--- config.mk ---
export PLATFORM = sky130hd
export DESIGN_NAME = layer_priority_alpha_blend_top
export DESIGN_NICKNAME = d
export VERILOG_FILES = /design/src/lpab_pkg.sv /design/src/layer_priority_alpha_blend_top.sv
export SDC_FILE = /design/constraint.sdc
export NUM_CORES = 1
export LEC_CHECK = 0
export ABC_AREA = 1
export BUFFER_PORTS_ARGS = -buffer_cell sky130_fd_sc_hd__buf_2
export CAP_MARGIN = 20
export CORE_ASPECT_RATIO = 0.9
export CORE_MARGIN = 4
export CORE_UTILIZATION = 55
export DETAILED_ROUTE_END_ITERATION = 12
export GPL_TIMING_DRIVEN = 0
export PLACE_DENSITY_LB_ADDON = 0.15
export SLEW_MARGIN = 40
export SYNTH_ARGS = -nofsm -noshare
export SYNTH_HDL_FRONTEND = slang
export SYNTH_SLANG_ARGS = --single-unit
--- constraint.sdc ---
create_clock -name clk -period 8.1 [get_ports clk]
set_input_delay 0.81 -clock clk [delete_from_list [all_inputs] [get_ports clk]]
set_output_delay 0.81 -clock clk [all_outputs]
set_load 0.01 [all_outputs]
--- src/lpab_pkg.sv ---
// Types and constants of the layer priority and alpha blend compositor.
`default_nettype none
package lpab_pkg;

	localparam int unsigned COLOR_W = 15;
	localparam int unsigned RANK_W = 8;
	localparam int unsigned LAYER_W = 3;
	localparam int unsigned RGB_W = 24;
	localparam int unsigned S_TDATA_W = 32;
	localparam int unsigned S_TUSER_W = 2;
	localparam int unsigned M_TDATA_W = 24;
	localparam int unsigned M_TUSER_W = 1;
	localparam int unsigned CFG_INDEX_W = 2;
	localparam int unsigned CFG_DATA_W = 15;

	localparam logic [RANK_W-1:0] BACKDROP_RANK = 8'd255;
	localparam logic [LAYER_W-1:0] BACKDROP_LAYER = 3'd5;
	localparam logic [4:0] COEF_MAX = 5'd16;
	localparam logic [7:0] CHAN_MAX = 8'd255;
	localparam logic [1:0] MODE_ALPHA = 2'd1;

	localparam logic [CFG_INDEX_W-1:0] REG_BLEND_CONTROL = 2'd0;
	localparam logic [CFG_INDEX_W-1:0] REG_ALPHA_COEF = 2'd1;
	localparam logic [CFG_INDEX_W-1:0] REG_BACKDROP_COLOR = 2'd2;

	typedef struct packed {
		logic [COLOR_W-1:0] color;
		logic [RANK_W-1:0] rank;
		logic [LAYER_W-1:0] layer;
		logic semi;
		logic backdrop;
	} sample_t;

	localparam sample_t BACKDROP_SAMPLE = '{
		color: '0,
		rank: BACKDROP_RANK,
		layer: BACKDROP_LAYER,
		semi: 1'b0,
		backdrop: 1'b1
	};

endpackage
`default_nettype wire

--- src/layer_priority_alpha_blend_top.sv ---
// Top level of the per-pixel layer priority and alpha blend compositor.
//
// Layer samples of one pixel arrive on the s_axis group, one request each.
// s_tdata carries the color, rank and layer, s_tuser the present and
// semi-transparent flags, and s_tlast marks the last sample of the pixel.
// Each request on the sample channel is taken while s_tready is high. On the
// last sample the two best samples by rank move into a register stage, and
// from there the blended RGB888 pixel moves into the output register on the
// m_axis group once that register is free, with m_tuser high when alpha
// blending was applied.
// Registers are written over the cfg channel, which is always ready; they
// should be changed only while no pixel is in flight.
// Reset clears both sample slots to the backdrop, empties both register
// stages and clears all three registers.
// When the receiver stalls, one resolved pixel waits in the output register
// and one more in the stage before it; once both hold a pixel, s_tready
// stays low until the receiver takes one.
`default_nettype none
module layer_priority_alpha_blend_top (
	input  wire logic clk,
	input  wire logic arst_n,
	input  wire logic s_tvalid,
	output logic s_tready,
	// [14:0] layer_color, [22:15] priority_rank, [25:23] layer_id, rest zero
	input  wire logic [lpab_pkg::S_TDATA_W-1:0] s_tdata,
	// [0] present, [1] semi_transparent
	input  wire logic [lpab_pkg::S_TUSER_W-1:0] s_tuser,
	input  wire logic s_tlast,
	output logic m_tvalid,
	input  wire logic m_tready,
	// [23:0] pixel_rgb, red in the low byte
	output logic [lpab_pkg::M_TDATA_W-1:0] m_tdata,
	// [0] blended
	output logic [lpab_pkg::M_TUSER_W-1:0] m_tuser,
	input  wire logic cfg_valid,
	output logic cfg_ready,
	input  wire logic [lpab_pkg::CFG_INDEX_W-1:0] cfg_index,
	input  wire logic [lpab_pkg::CFG_DATA_W-1:0] cfg_data
);
	import lpab_pkg::*;

	logic [13:0] blend_control_q;
	logic [12:0] alpha_coef_q;
	logic [COLOR_W-1:0] backdrop_color_q;

	sample_t front_q, behind_q;
	sample_t front_nxt, behind_nxt;
	sample_t in_sample;
	sample_t front_s1, behind_s1;
	logic valid_s1;

	logic out_adv, s1_free, s_accept;
	logic [RGB_W-1:0] rgb_nxt;
	logic mixed_nxt;
	logic [RGB_W-1:0] rgb_q;
	logic mixed_q;
	logic valid_q;

	function automatic logic [RGB_W-1:0] widen555(input logic [COLOR_W-1:0] c);
		return {c[14:10], c[14:12], c[9:5], c[9:7], c[4:0], c[4:2]};
	endfunction

	function automatic logic [4:0] clamp_coef(input logic [4:0] v);
		return (v > COEF_MAX) ? COEF_MAX : v;
	endfunction

	function automatic logic [7:0] mix_chan(input logic [7:0] t, input logic [7:0] l,
		input logic [4:0] eva, input logic [4:0] evb);
		logic [13:0] sum;
		logic [9:0] v;
		sum = 14'(t * eva) + 14'(l * evb);
		v = sum[13:4];
		return (v > 10'(CHAN_MAX)) ? CHAN_MAX : v[7:0];
	endfunction

	assign cfg_ready = 1'b1;

	always_ff @(posedge clk or negedge arst_n) begin
		if (!arst_n) begin
			blend_control_q <= '0;
			alpha_coef_q <= '0;
			backdrop_color_q <= '0;
		end else if (cfg_valid) begin
			unique case (cfg_index)
				REG_BLEND_CONTROL: blend_control_q <= cfg_data[13:0];
				REG_ALPHA_COEF: alpha_coef_q <= cfg_data[12:0];
				REG_BACKDROP_COLOR: backdrop_color_q <= cfg_data;
				default: ;
			endcase
		end
	end

	assign out_adv = !valid_q || m_tready;
	assign s1_free = !valid_s1 || out_adv;
	assign s_tready = s1_free;
	assign s_accept = s_tvalid && s_tready;

	always_comb begin
		in_sample.color = s_tdata[14:0];
		in_sample.rank = s_tdata[22:15];
		in_sample.layer = s_tdata[25:23];
		in_sample.semi = s_tuser[1];
		in_sample.backdrop = 1'b0;
		front_nxt = front_q;
		behind_nxt = behind_q;
		if (s_tuser[0]) begin
			priority if (in_sample.rank < front_q.rank) begin
				behind_nxt = front_q;
				front_nxt = in_sample;
			end else if (in_sample.rank < behind_q.rank) begin
				behind_nxt = in_sample;
			end
		end
	end

	always_ff @(posedge clk or negedge arst_n) begin
		if (!arst_n) begin
			front_q <= BACKDROP_SAMPLE;
			behind_q <= BACKDROP_SAMPLE;
			valid_s1 <= 1'b0;
		end else begin
			if (s_accept) begin
				if (s_tlast) begin
					front_q <= BACKDROP_SAMPLE;
					behind_q <= BACKDROP_SAMPLE;
				end else begin
					front_q <= front_nxt;
					behind_q <= behind_nxt;
				end
			end
			if (s1_free) begin
				valid_s1 <= s_accept && s_tlast;
			end
		end
	end

	always_ff @(posedge clk) begin
		if (s_accept && s_tlast) begin
			front_s1 <= front_nxt;
			behind_s1 <= behind_nxt;
		end
	end

	always_comb begin
		logic [RGB_W-1:0] top_rgb, low_rgb;
		logic [4:0] eva, evb;
		logic first_tgt, second_tgt, mode_alpha;
		top_rgb = widen555(front_s1.backdrop ? backdrop_color_q : front_s1.color);
		low_rgb = widen555(behind_s1.backdrop ? backdrop_color_q : behind_s1.color);
		eva = clamp_coef(alpha_coef_q[4:0]);
		evb = clamp_coef(alpha_coef_q[12:8]);
		first_tgt = (front_s1.layer < 3'd6) && blend_control_q[front_s1.layer];
		second_tgt = (behind_s1.layer < 3'd6) && blend_control_q[4'd8 + 4'(behind_s1.layer)];
		mode_alpha = (blend_control_q[7:6] == MODE_ALPHA) && first_tgt;
		mixed_nxt = (front_s1.semi || mode_alpha) && second_tgt;
		if (mixed_nxt) begin
			rgb_nxt = {mix_chan(top_rgb[23:16], low_rgb[23:16], eva, evb),
				mix_chan(top_rgb[15:8], low_rgb[15:8], eva, evb),
				mix_chan(top_rgb[7:0], low_rgb[7:0], eva, evb)};
		end else begin
			rgb_nxt = top_rgb;
		end
	end

	always_ff @(posedge clk or negedge arst_n) begin
		if (!arst_n) begin
			valid_q <= 1'b0;
		end else if (out_adv) begin
			valid_q <= valid_s1;
		end
	end

	always_ff @(posedge clk) begin
		if (out_adv && valid_s1) begin
			rgb_q <= rgb_nxt;
			mixed_q <= mixed_nxt;
		end
	end

	assign m_tvalid = valid_q;
	assign m_tdata = rgb_q;
	assign m_tuser = mixed_q;

endmodule
`default_nettype wire

== Word-level counts from Yosys, hierarchy flattened ==
Cells that the tools add are included.
Operators by class
  reduce and logical (&&, ||, !) cells: 21
  $add $sub $neg: 4
  magnitude comparators: 11
  multiply operators: 6
  mux-type cells: 19
  shift-type cells: 0
  div/mod/pow operators: 0
  bitwise gates (word level): 0
  equal/unequal tests: 3
Operators by type and width (count)
  $mux W28: 7
  $mul A8 B5 Y13: 6
  $add A13 B13 Y14: 3
  $gt A10 B8 Y1 const B: 3
  $mux W15: 2
  $mux W24: 1
  $mux W8: 3
  $lt A8 B8 Y1: 2
  $gt A5 B5 Y1 const B: 2
  $mux W5: 2
  $logic_and A1 B1 Y1: 7
  $lt A3 B3 Y1 const B: 2
  $reduce_and A2 Y1: 3
  $reduce_and A3 Y1: 2
  $lt A3 B5 Y1 const B: 1
  $lt A4 B5 Y1 const B: 1
  $add A4 B3 Y4 const A: 1
  $bmux W1 S4: 1
  $eq A2 B1 Y1 const B: 2
  $reduce_bool A2 Y1: 2
  $bmux W1 S3: 1
  $logic_or A1 B1 Y1: 3
  $reduce_bool A3 Y1: 1
  $eq A2 B2 Y1 const B: 1
  other kinds (3): 5
Storage, ports and cells
  memories kept: 0
  bits of input ports: 57
  memory bits (writable): 0
  latch bits: 0
  flip-flop bits (word level): 163
  word-level logic and storage cells: 87
  bits in read-only memories: 0
  output and inout bits: 28

== Longest topological paths before layout ==
  depth after elaboration: 7
  gate-level depth with buffers: 28

== Worst setup path after synthesis ==
No wires, ideal clock.
  path type: register to register
  start point: register alpha_coef_q[12]
  end point: register rgb_q[6], in the netlist m_tdata[6], data pin
  path slack: 2.399 ns
  cell stages (with the launch flop): 24
  path buffers: 3
  clock period less this slack: 5.701 ns
  arrival time: 5.448 ns
  data required time: 7.846 ns
  path through: dfrtp_1 buf_2 inv_1 clkbuf_1 nand2_1 clkbuf_1 nor2_1 fa_1 fa_1 fa_1 fa_1 inv_1 fa_1 inv_1 ha_1 a21o_1 a21oi_1 nor2_1 a211oi_1 nand3_2 nand2_4 nand3_1 nand2_1 nand2_1
On the way
  longest elaborated chain between the ends: 7
RTL lines
  start, declared: RTL line layer_priority_alpha_blend_top.sv:43  | logic [12:0] alpha_coef_q;
  start signal, assigned: RTL line layer_priority_alpha_blend_top.sv:86  | REG_ALPHA_COEF: alpha_coef_q <= cfg_data[12:0];
  $gt A5 B5 Y1: RTL line layer_priority_alpha_blend_top.sv:64  | return (v > COEF_MAX) ? COEF_MAX : v;
  $mux W5 *: RTL line layer_priority_alpha_blend_top.sv:64
  $mul A8 B5 Y13 *: RTL line layer_priority_alpha_blend_top.sv:71  | sum = 14'(t * eva) + 14'(l * evb);
  $add A13 B13 Y14 *: RTL line layer_priority_alpha_blend_top.sv:71
  $gt A10 B8 Y1: RTL line layer_priority_alpha_blend_top.sv:73  | return (v > 10'(CHAN_MAX)) ? CHAN_MAX : v[7:0];
  $mux W8 *: RTL line layer_priority_alpha_blend_top.sv:73
  $mux W24 *: RTL line layer_priority_alpha_blend_top.sv:156  | if (mixed_nxt) begin
  net rgb_nxt[6]: RTL line layer_priority_alpha_blend_top.sv:53  | logic [RGB_W-1:0] rgb_nxt;
  end signal, assigned: RTL line layer_priority_alpha_blend_top.sv:175  | rgb_q <= rgb_nxt;
  end, declared: RTL line layer_priority_alpha_blend_top.sv:55  | logic [RGB_W-1:0] rgb_q;
Mark *: on every way through the listed nets, which the timed path passes. The rest lies on a longest branch.
A chain may end at the register's enable or synchronous reset.

== Worst setup path in the final report ==
  start point: register alpha_coef_q[12]
  end point: register rgb_q[7], in the netlist m_tdata[7], data pin
Same word-level chain as after synthesis.

==> out/qor.csv <==
stage,metric,value,unit
routing,drt-vias-per-instance,5.29,
cells_and_area,n_fill_cell,2464,
critical_path,cpMostUsedCell,fa_1,
global_route,grt_pass1_vias,12400,
pwr,power.total,5.37,mW
die,num_rows,57,
logic_synthesis,syn_nets,2220,
logic_synthesis,yosysUniqueCellTypes,42,
logic_synthesis,synth_warnings,0,
logic_synthesis,ys_ff_latch,160,
die,die_h,166,um
routing,wl_per_cell,16.7,um
timing,worst_slew_pin_slew,0.869,ns
clock_network,clk_latency,0.44,ns
logic_synthesis,synth_top_cell_by_area,fa_1,
critical_path,worstRegToRegCells,23,
timing,period_minus_slack,6.71,ns
timing,setup_viol,0,
pwr,peakVddDrop,0.174,mV
cells_and_area,final_nets,2318,
critical_path,r2r-end,m_tdata[7]$_DFFE_PP_,
logic_synthesis,synth_edf_count,64,
critical_path,crit_chain,"buf_2, inv_1, clkbuf_1, nand2_1, clkbuf_1, nor2_1, fa_1, fa_1, fa_1, fa_1, inv_1, fa_1, inv_1, ha_1, a21o_1, a21oi_1, nor2_1, a211oi_1, nand3_2, nand2_4, nand3_1, nand2_1, nand2_1",
logic_synthesis,synth_cells,1894,
cells_and_area,area_growth,9.82,%
routing,drc_errors,0,
critical_path,crit_path_end_kind,flop,
logic_synthesis,syn_area,15300,um^2
die,dieArea,30500,um^2
logic_synthesis,synth.avg_cell_area,8.06,um^2
cells_and_area,antenna_cells,0,
global_route,grt_first_pass_wirelength,64500,um
worst_hold_path,hp-class,in -> async,
clock_network,postCtsSetupBuffers,0,
timing,finalMaxSlewViolations,0,
logic_synthesis,synth_ff_type,dfrtp_1,
timing,finClkSkew,0.0134,ns
routing,postRouteAntennaNets,0,
routing,first_pass_iters,6,
clock_network,cts_tree,built,
logic_synthesis,synthArstFlopShare,60.0,%
critical_path,critical-path-max-stage-delay,0.56,ns
critical_path,arrival,6.91,ns
logic_synthesis,yosysTopAreaCellShare,20.5,%
cells_and_area,final_util,61.7,%
clock_network,clkTransAtPathRegs,0.08,ns
critical_path,r2r_start,alpha_coef_q[12]$_DFFE_PN0P_,
clock_network,cts_buffer_depth,2,
timing,max_slew_margin,41.5,%
pwr,p_leak,8.97,nW
place,hpwl,32100,um
cells_and_area,drive_above_1_share,8.98,%
global_route,grt_usage,26.6,%
place,dpl-instance-area,16200,um^2
critical_path,cp-start-kind,flop,
timing,finalSetupTns,0,ns
clock_network,cts_resized,0,
die,io_pins,85,
routing,routed_wl,39300,um
clock_network,root_buffer,clkbuf_16,
critical_path,critPathMaxFanout,10,
critical_path,path_delay_family,adder cells,
timing,rsz0062_at_grt,no,
critical_path,ff2ff_setup_slack,1.39,ns
die,initial_core_util,56.2,%
critical_path,critPathRequiredTime,8.29,ns
routing,drt_iter0_drc,1093,
timing,fin_crit_sh,82.9,%
place,dp.cells,2327,
routing,vias,12500,
global_route,grt.overflow.total,0,
place,gp_congestion,0.944,
clock_network,cts_num_sinks,160,
die,die_x,184,um
clock_network,cts_inserted_buffers,17,
cells_and_area,fin_area,16800,um^2
pwr,power_per_cell_area,320,nW/um^2
clock_network,ctsHoldBuffers,0,
place,io_buffer_count,76,
global_route,grt_max_degree,66,
clock_network,htree_levels,4,
critical_path,cpMaxStageDelayCell,fa_1,
global_route,antenna_found_initial,0,
die,core_area,27200,um^2
critical_path,critPathKind,reg -> reg,
timing,hold_violations,0,
critical_path,crit_buf_inv,6,
logic_synthesis,ys_seq_area_share,28.5,%
run,drv_cap,0,
cells_and_area,instances_no_fill,2359,
timing,timing.fmax,149,MHz
outcome,status,"complete, no violations",
logic_synthesis,synthTopCellsByArea,"fa_1 (20%), edfxtp_1 (13%), dfrtp_1 (12%), inv_1 (10%), nand2_1 (10%)",
-- state kept, by name (all words and copies together) (netlist names) --
name	count
front_q	28
behind_q	27
m_tdata	24
front_s1	20
behind_s1	19
backdrop_color_q	15
blend_control_q	14
alpha_coef_q	10
m_tuser	1
m_tvalid	1
valid_s1	1
-- per-layer routing --
layer	vias to the layer above	global-route usage (%)	share of wire, %
li1	6064	-	-
met1	5936	38.0	45
met2	422	41.8	46
met3	52	5.87	7.1
met4	0	6.38	2.0
met5	-	0	0
-- through the flow --
| stage | hold WS, ns | setup WS, ns |
|---|---|---|
| 3_3_place_gp | 0.460 | 1.42 |
| 5_1_grt | 0.219 | 0.922 |
| 6_report | 0.223 | 1.39 |
| 3_5_place_dp | 0.465 | 1.47 |
| 4_1_cts | 0.221 | 1.45 |
| 2_1_floorplan | 0.444 | 2.40 |
-- synthesized netlist by cell type, drive strengths merged (4+ instances only) --
master / count
nand2: 426
inv: 420
nor2: 159
o21ai: 159
fa: 156
ha: 113
nand3: 89
dfrtp: 74
edfxtp: 64
a21oi: 49
clkbuf: 41
dfstp: 22
o211ai: 17
a21boi: 16
nand4: 16
xor2: 12
buf: 11
nor3: 9
xnor2: 7
a21o: 6
or2: 6
o21bai: 5
a211oi: 4
o31ai: 4
-- cell usage in the layout, fill, tap and decap left out, drive strengths merged --
cell type	instances
a21oi	49
nand3	89
buf	90
nand3b	1
nor3	9
conb	1
a211oi	4
xor2	12
a21o	6
nand4	16
clkbuf	58
ha	113
o31a	1
nand2	426
edfxtp	64
o211ai	17
inv	431
or2	6
o21bai	5
fa	156
dfrtp	74
o31ai	4
and2	2
o21a	2
nor2	159
mux2i	1
a21boi	16
o21ai	159
clkinv	5
xnor2	7
dfstp	22
-- where the power goes --
part	switching [mW]	internal [mW]	total, mW	leakage [nW]
Clock	0.407	0.416	0.823	0.291
Sequential	0.0571	0.996	1.05	1.78
Combinational	2.21	1.28	3.49	6.90
-- kinds of logic (layout without fill, tap and decap cells) --
logic type	after synthesis	in the layout	share of synthesized area [%]
compound gates	263	263	9.58
buf+inv	473	584	11.8
fa+ha+maj	269	269	29.7
xor+xnor	19	19	1.09
other cells	1	1	0.0246
flops	160	160	28.5
simple gates	708	708	19.2
mux	1	1	0.0656
-- final cells by class --
type	count	area, um^2	area share (%)
Multi-Input combinational cell	1261	9140	54.5
Sequential cell	160	4350	26.0
Buffer	52	221	1.32
Clock buffer	17	425	2.54
Timing Repair Buffer	79	448	2.67
Inverter	421	1580	9.43
Tap cell	354	443	2.64
Clock inverter	15	160	0.955
-- how the worst max path moves through the flow --
stage               slack (ns)  cells after the start                         start                    end
finish                    1.39                     23  alpha_coef_q[12]$_DFFE_PN0P_   m_tdata[7]$_DFFE_PP_
global route              0.92                     23  alpha_coef_q[12]$_DFFE_PN0P_   m_tdata[7]$_DFFE_PP_
CTS                       1.45                     23  alpha_coef_q[12]$_DFFE_PN0P_   m_tdata[7]$_DFFE_PP_
detailed placement        1.47                     23  alpha_coef_q[12]$_DFFE_PN0P_   m_tdata[7]$_DFFE_PP_
global placement          1.42                     22   alpha_coef_q[4]$_DFFE_PN0P_  m_tdata[23]$_DFFE_PP_
floorplan                 2.40                     23  alpha_coef_q[12]$_DFFE_PN0P_   m_tdata[6]$_DFFE_PP_
No activity file was read; power rests on OpenSTA's default activity.
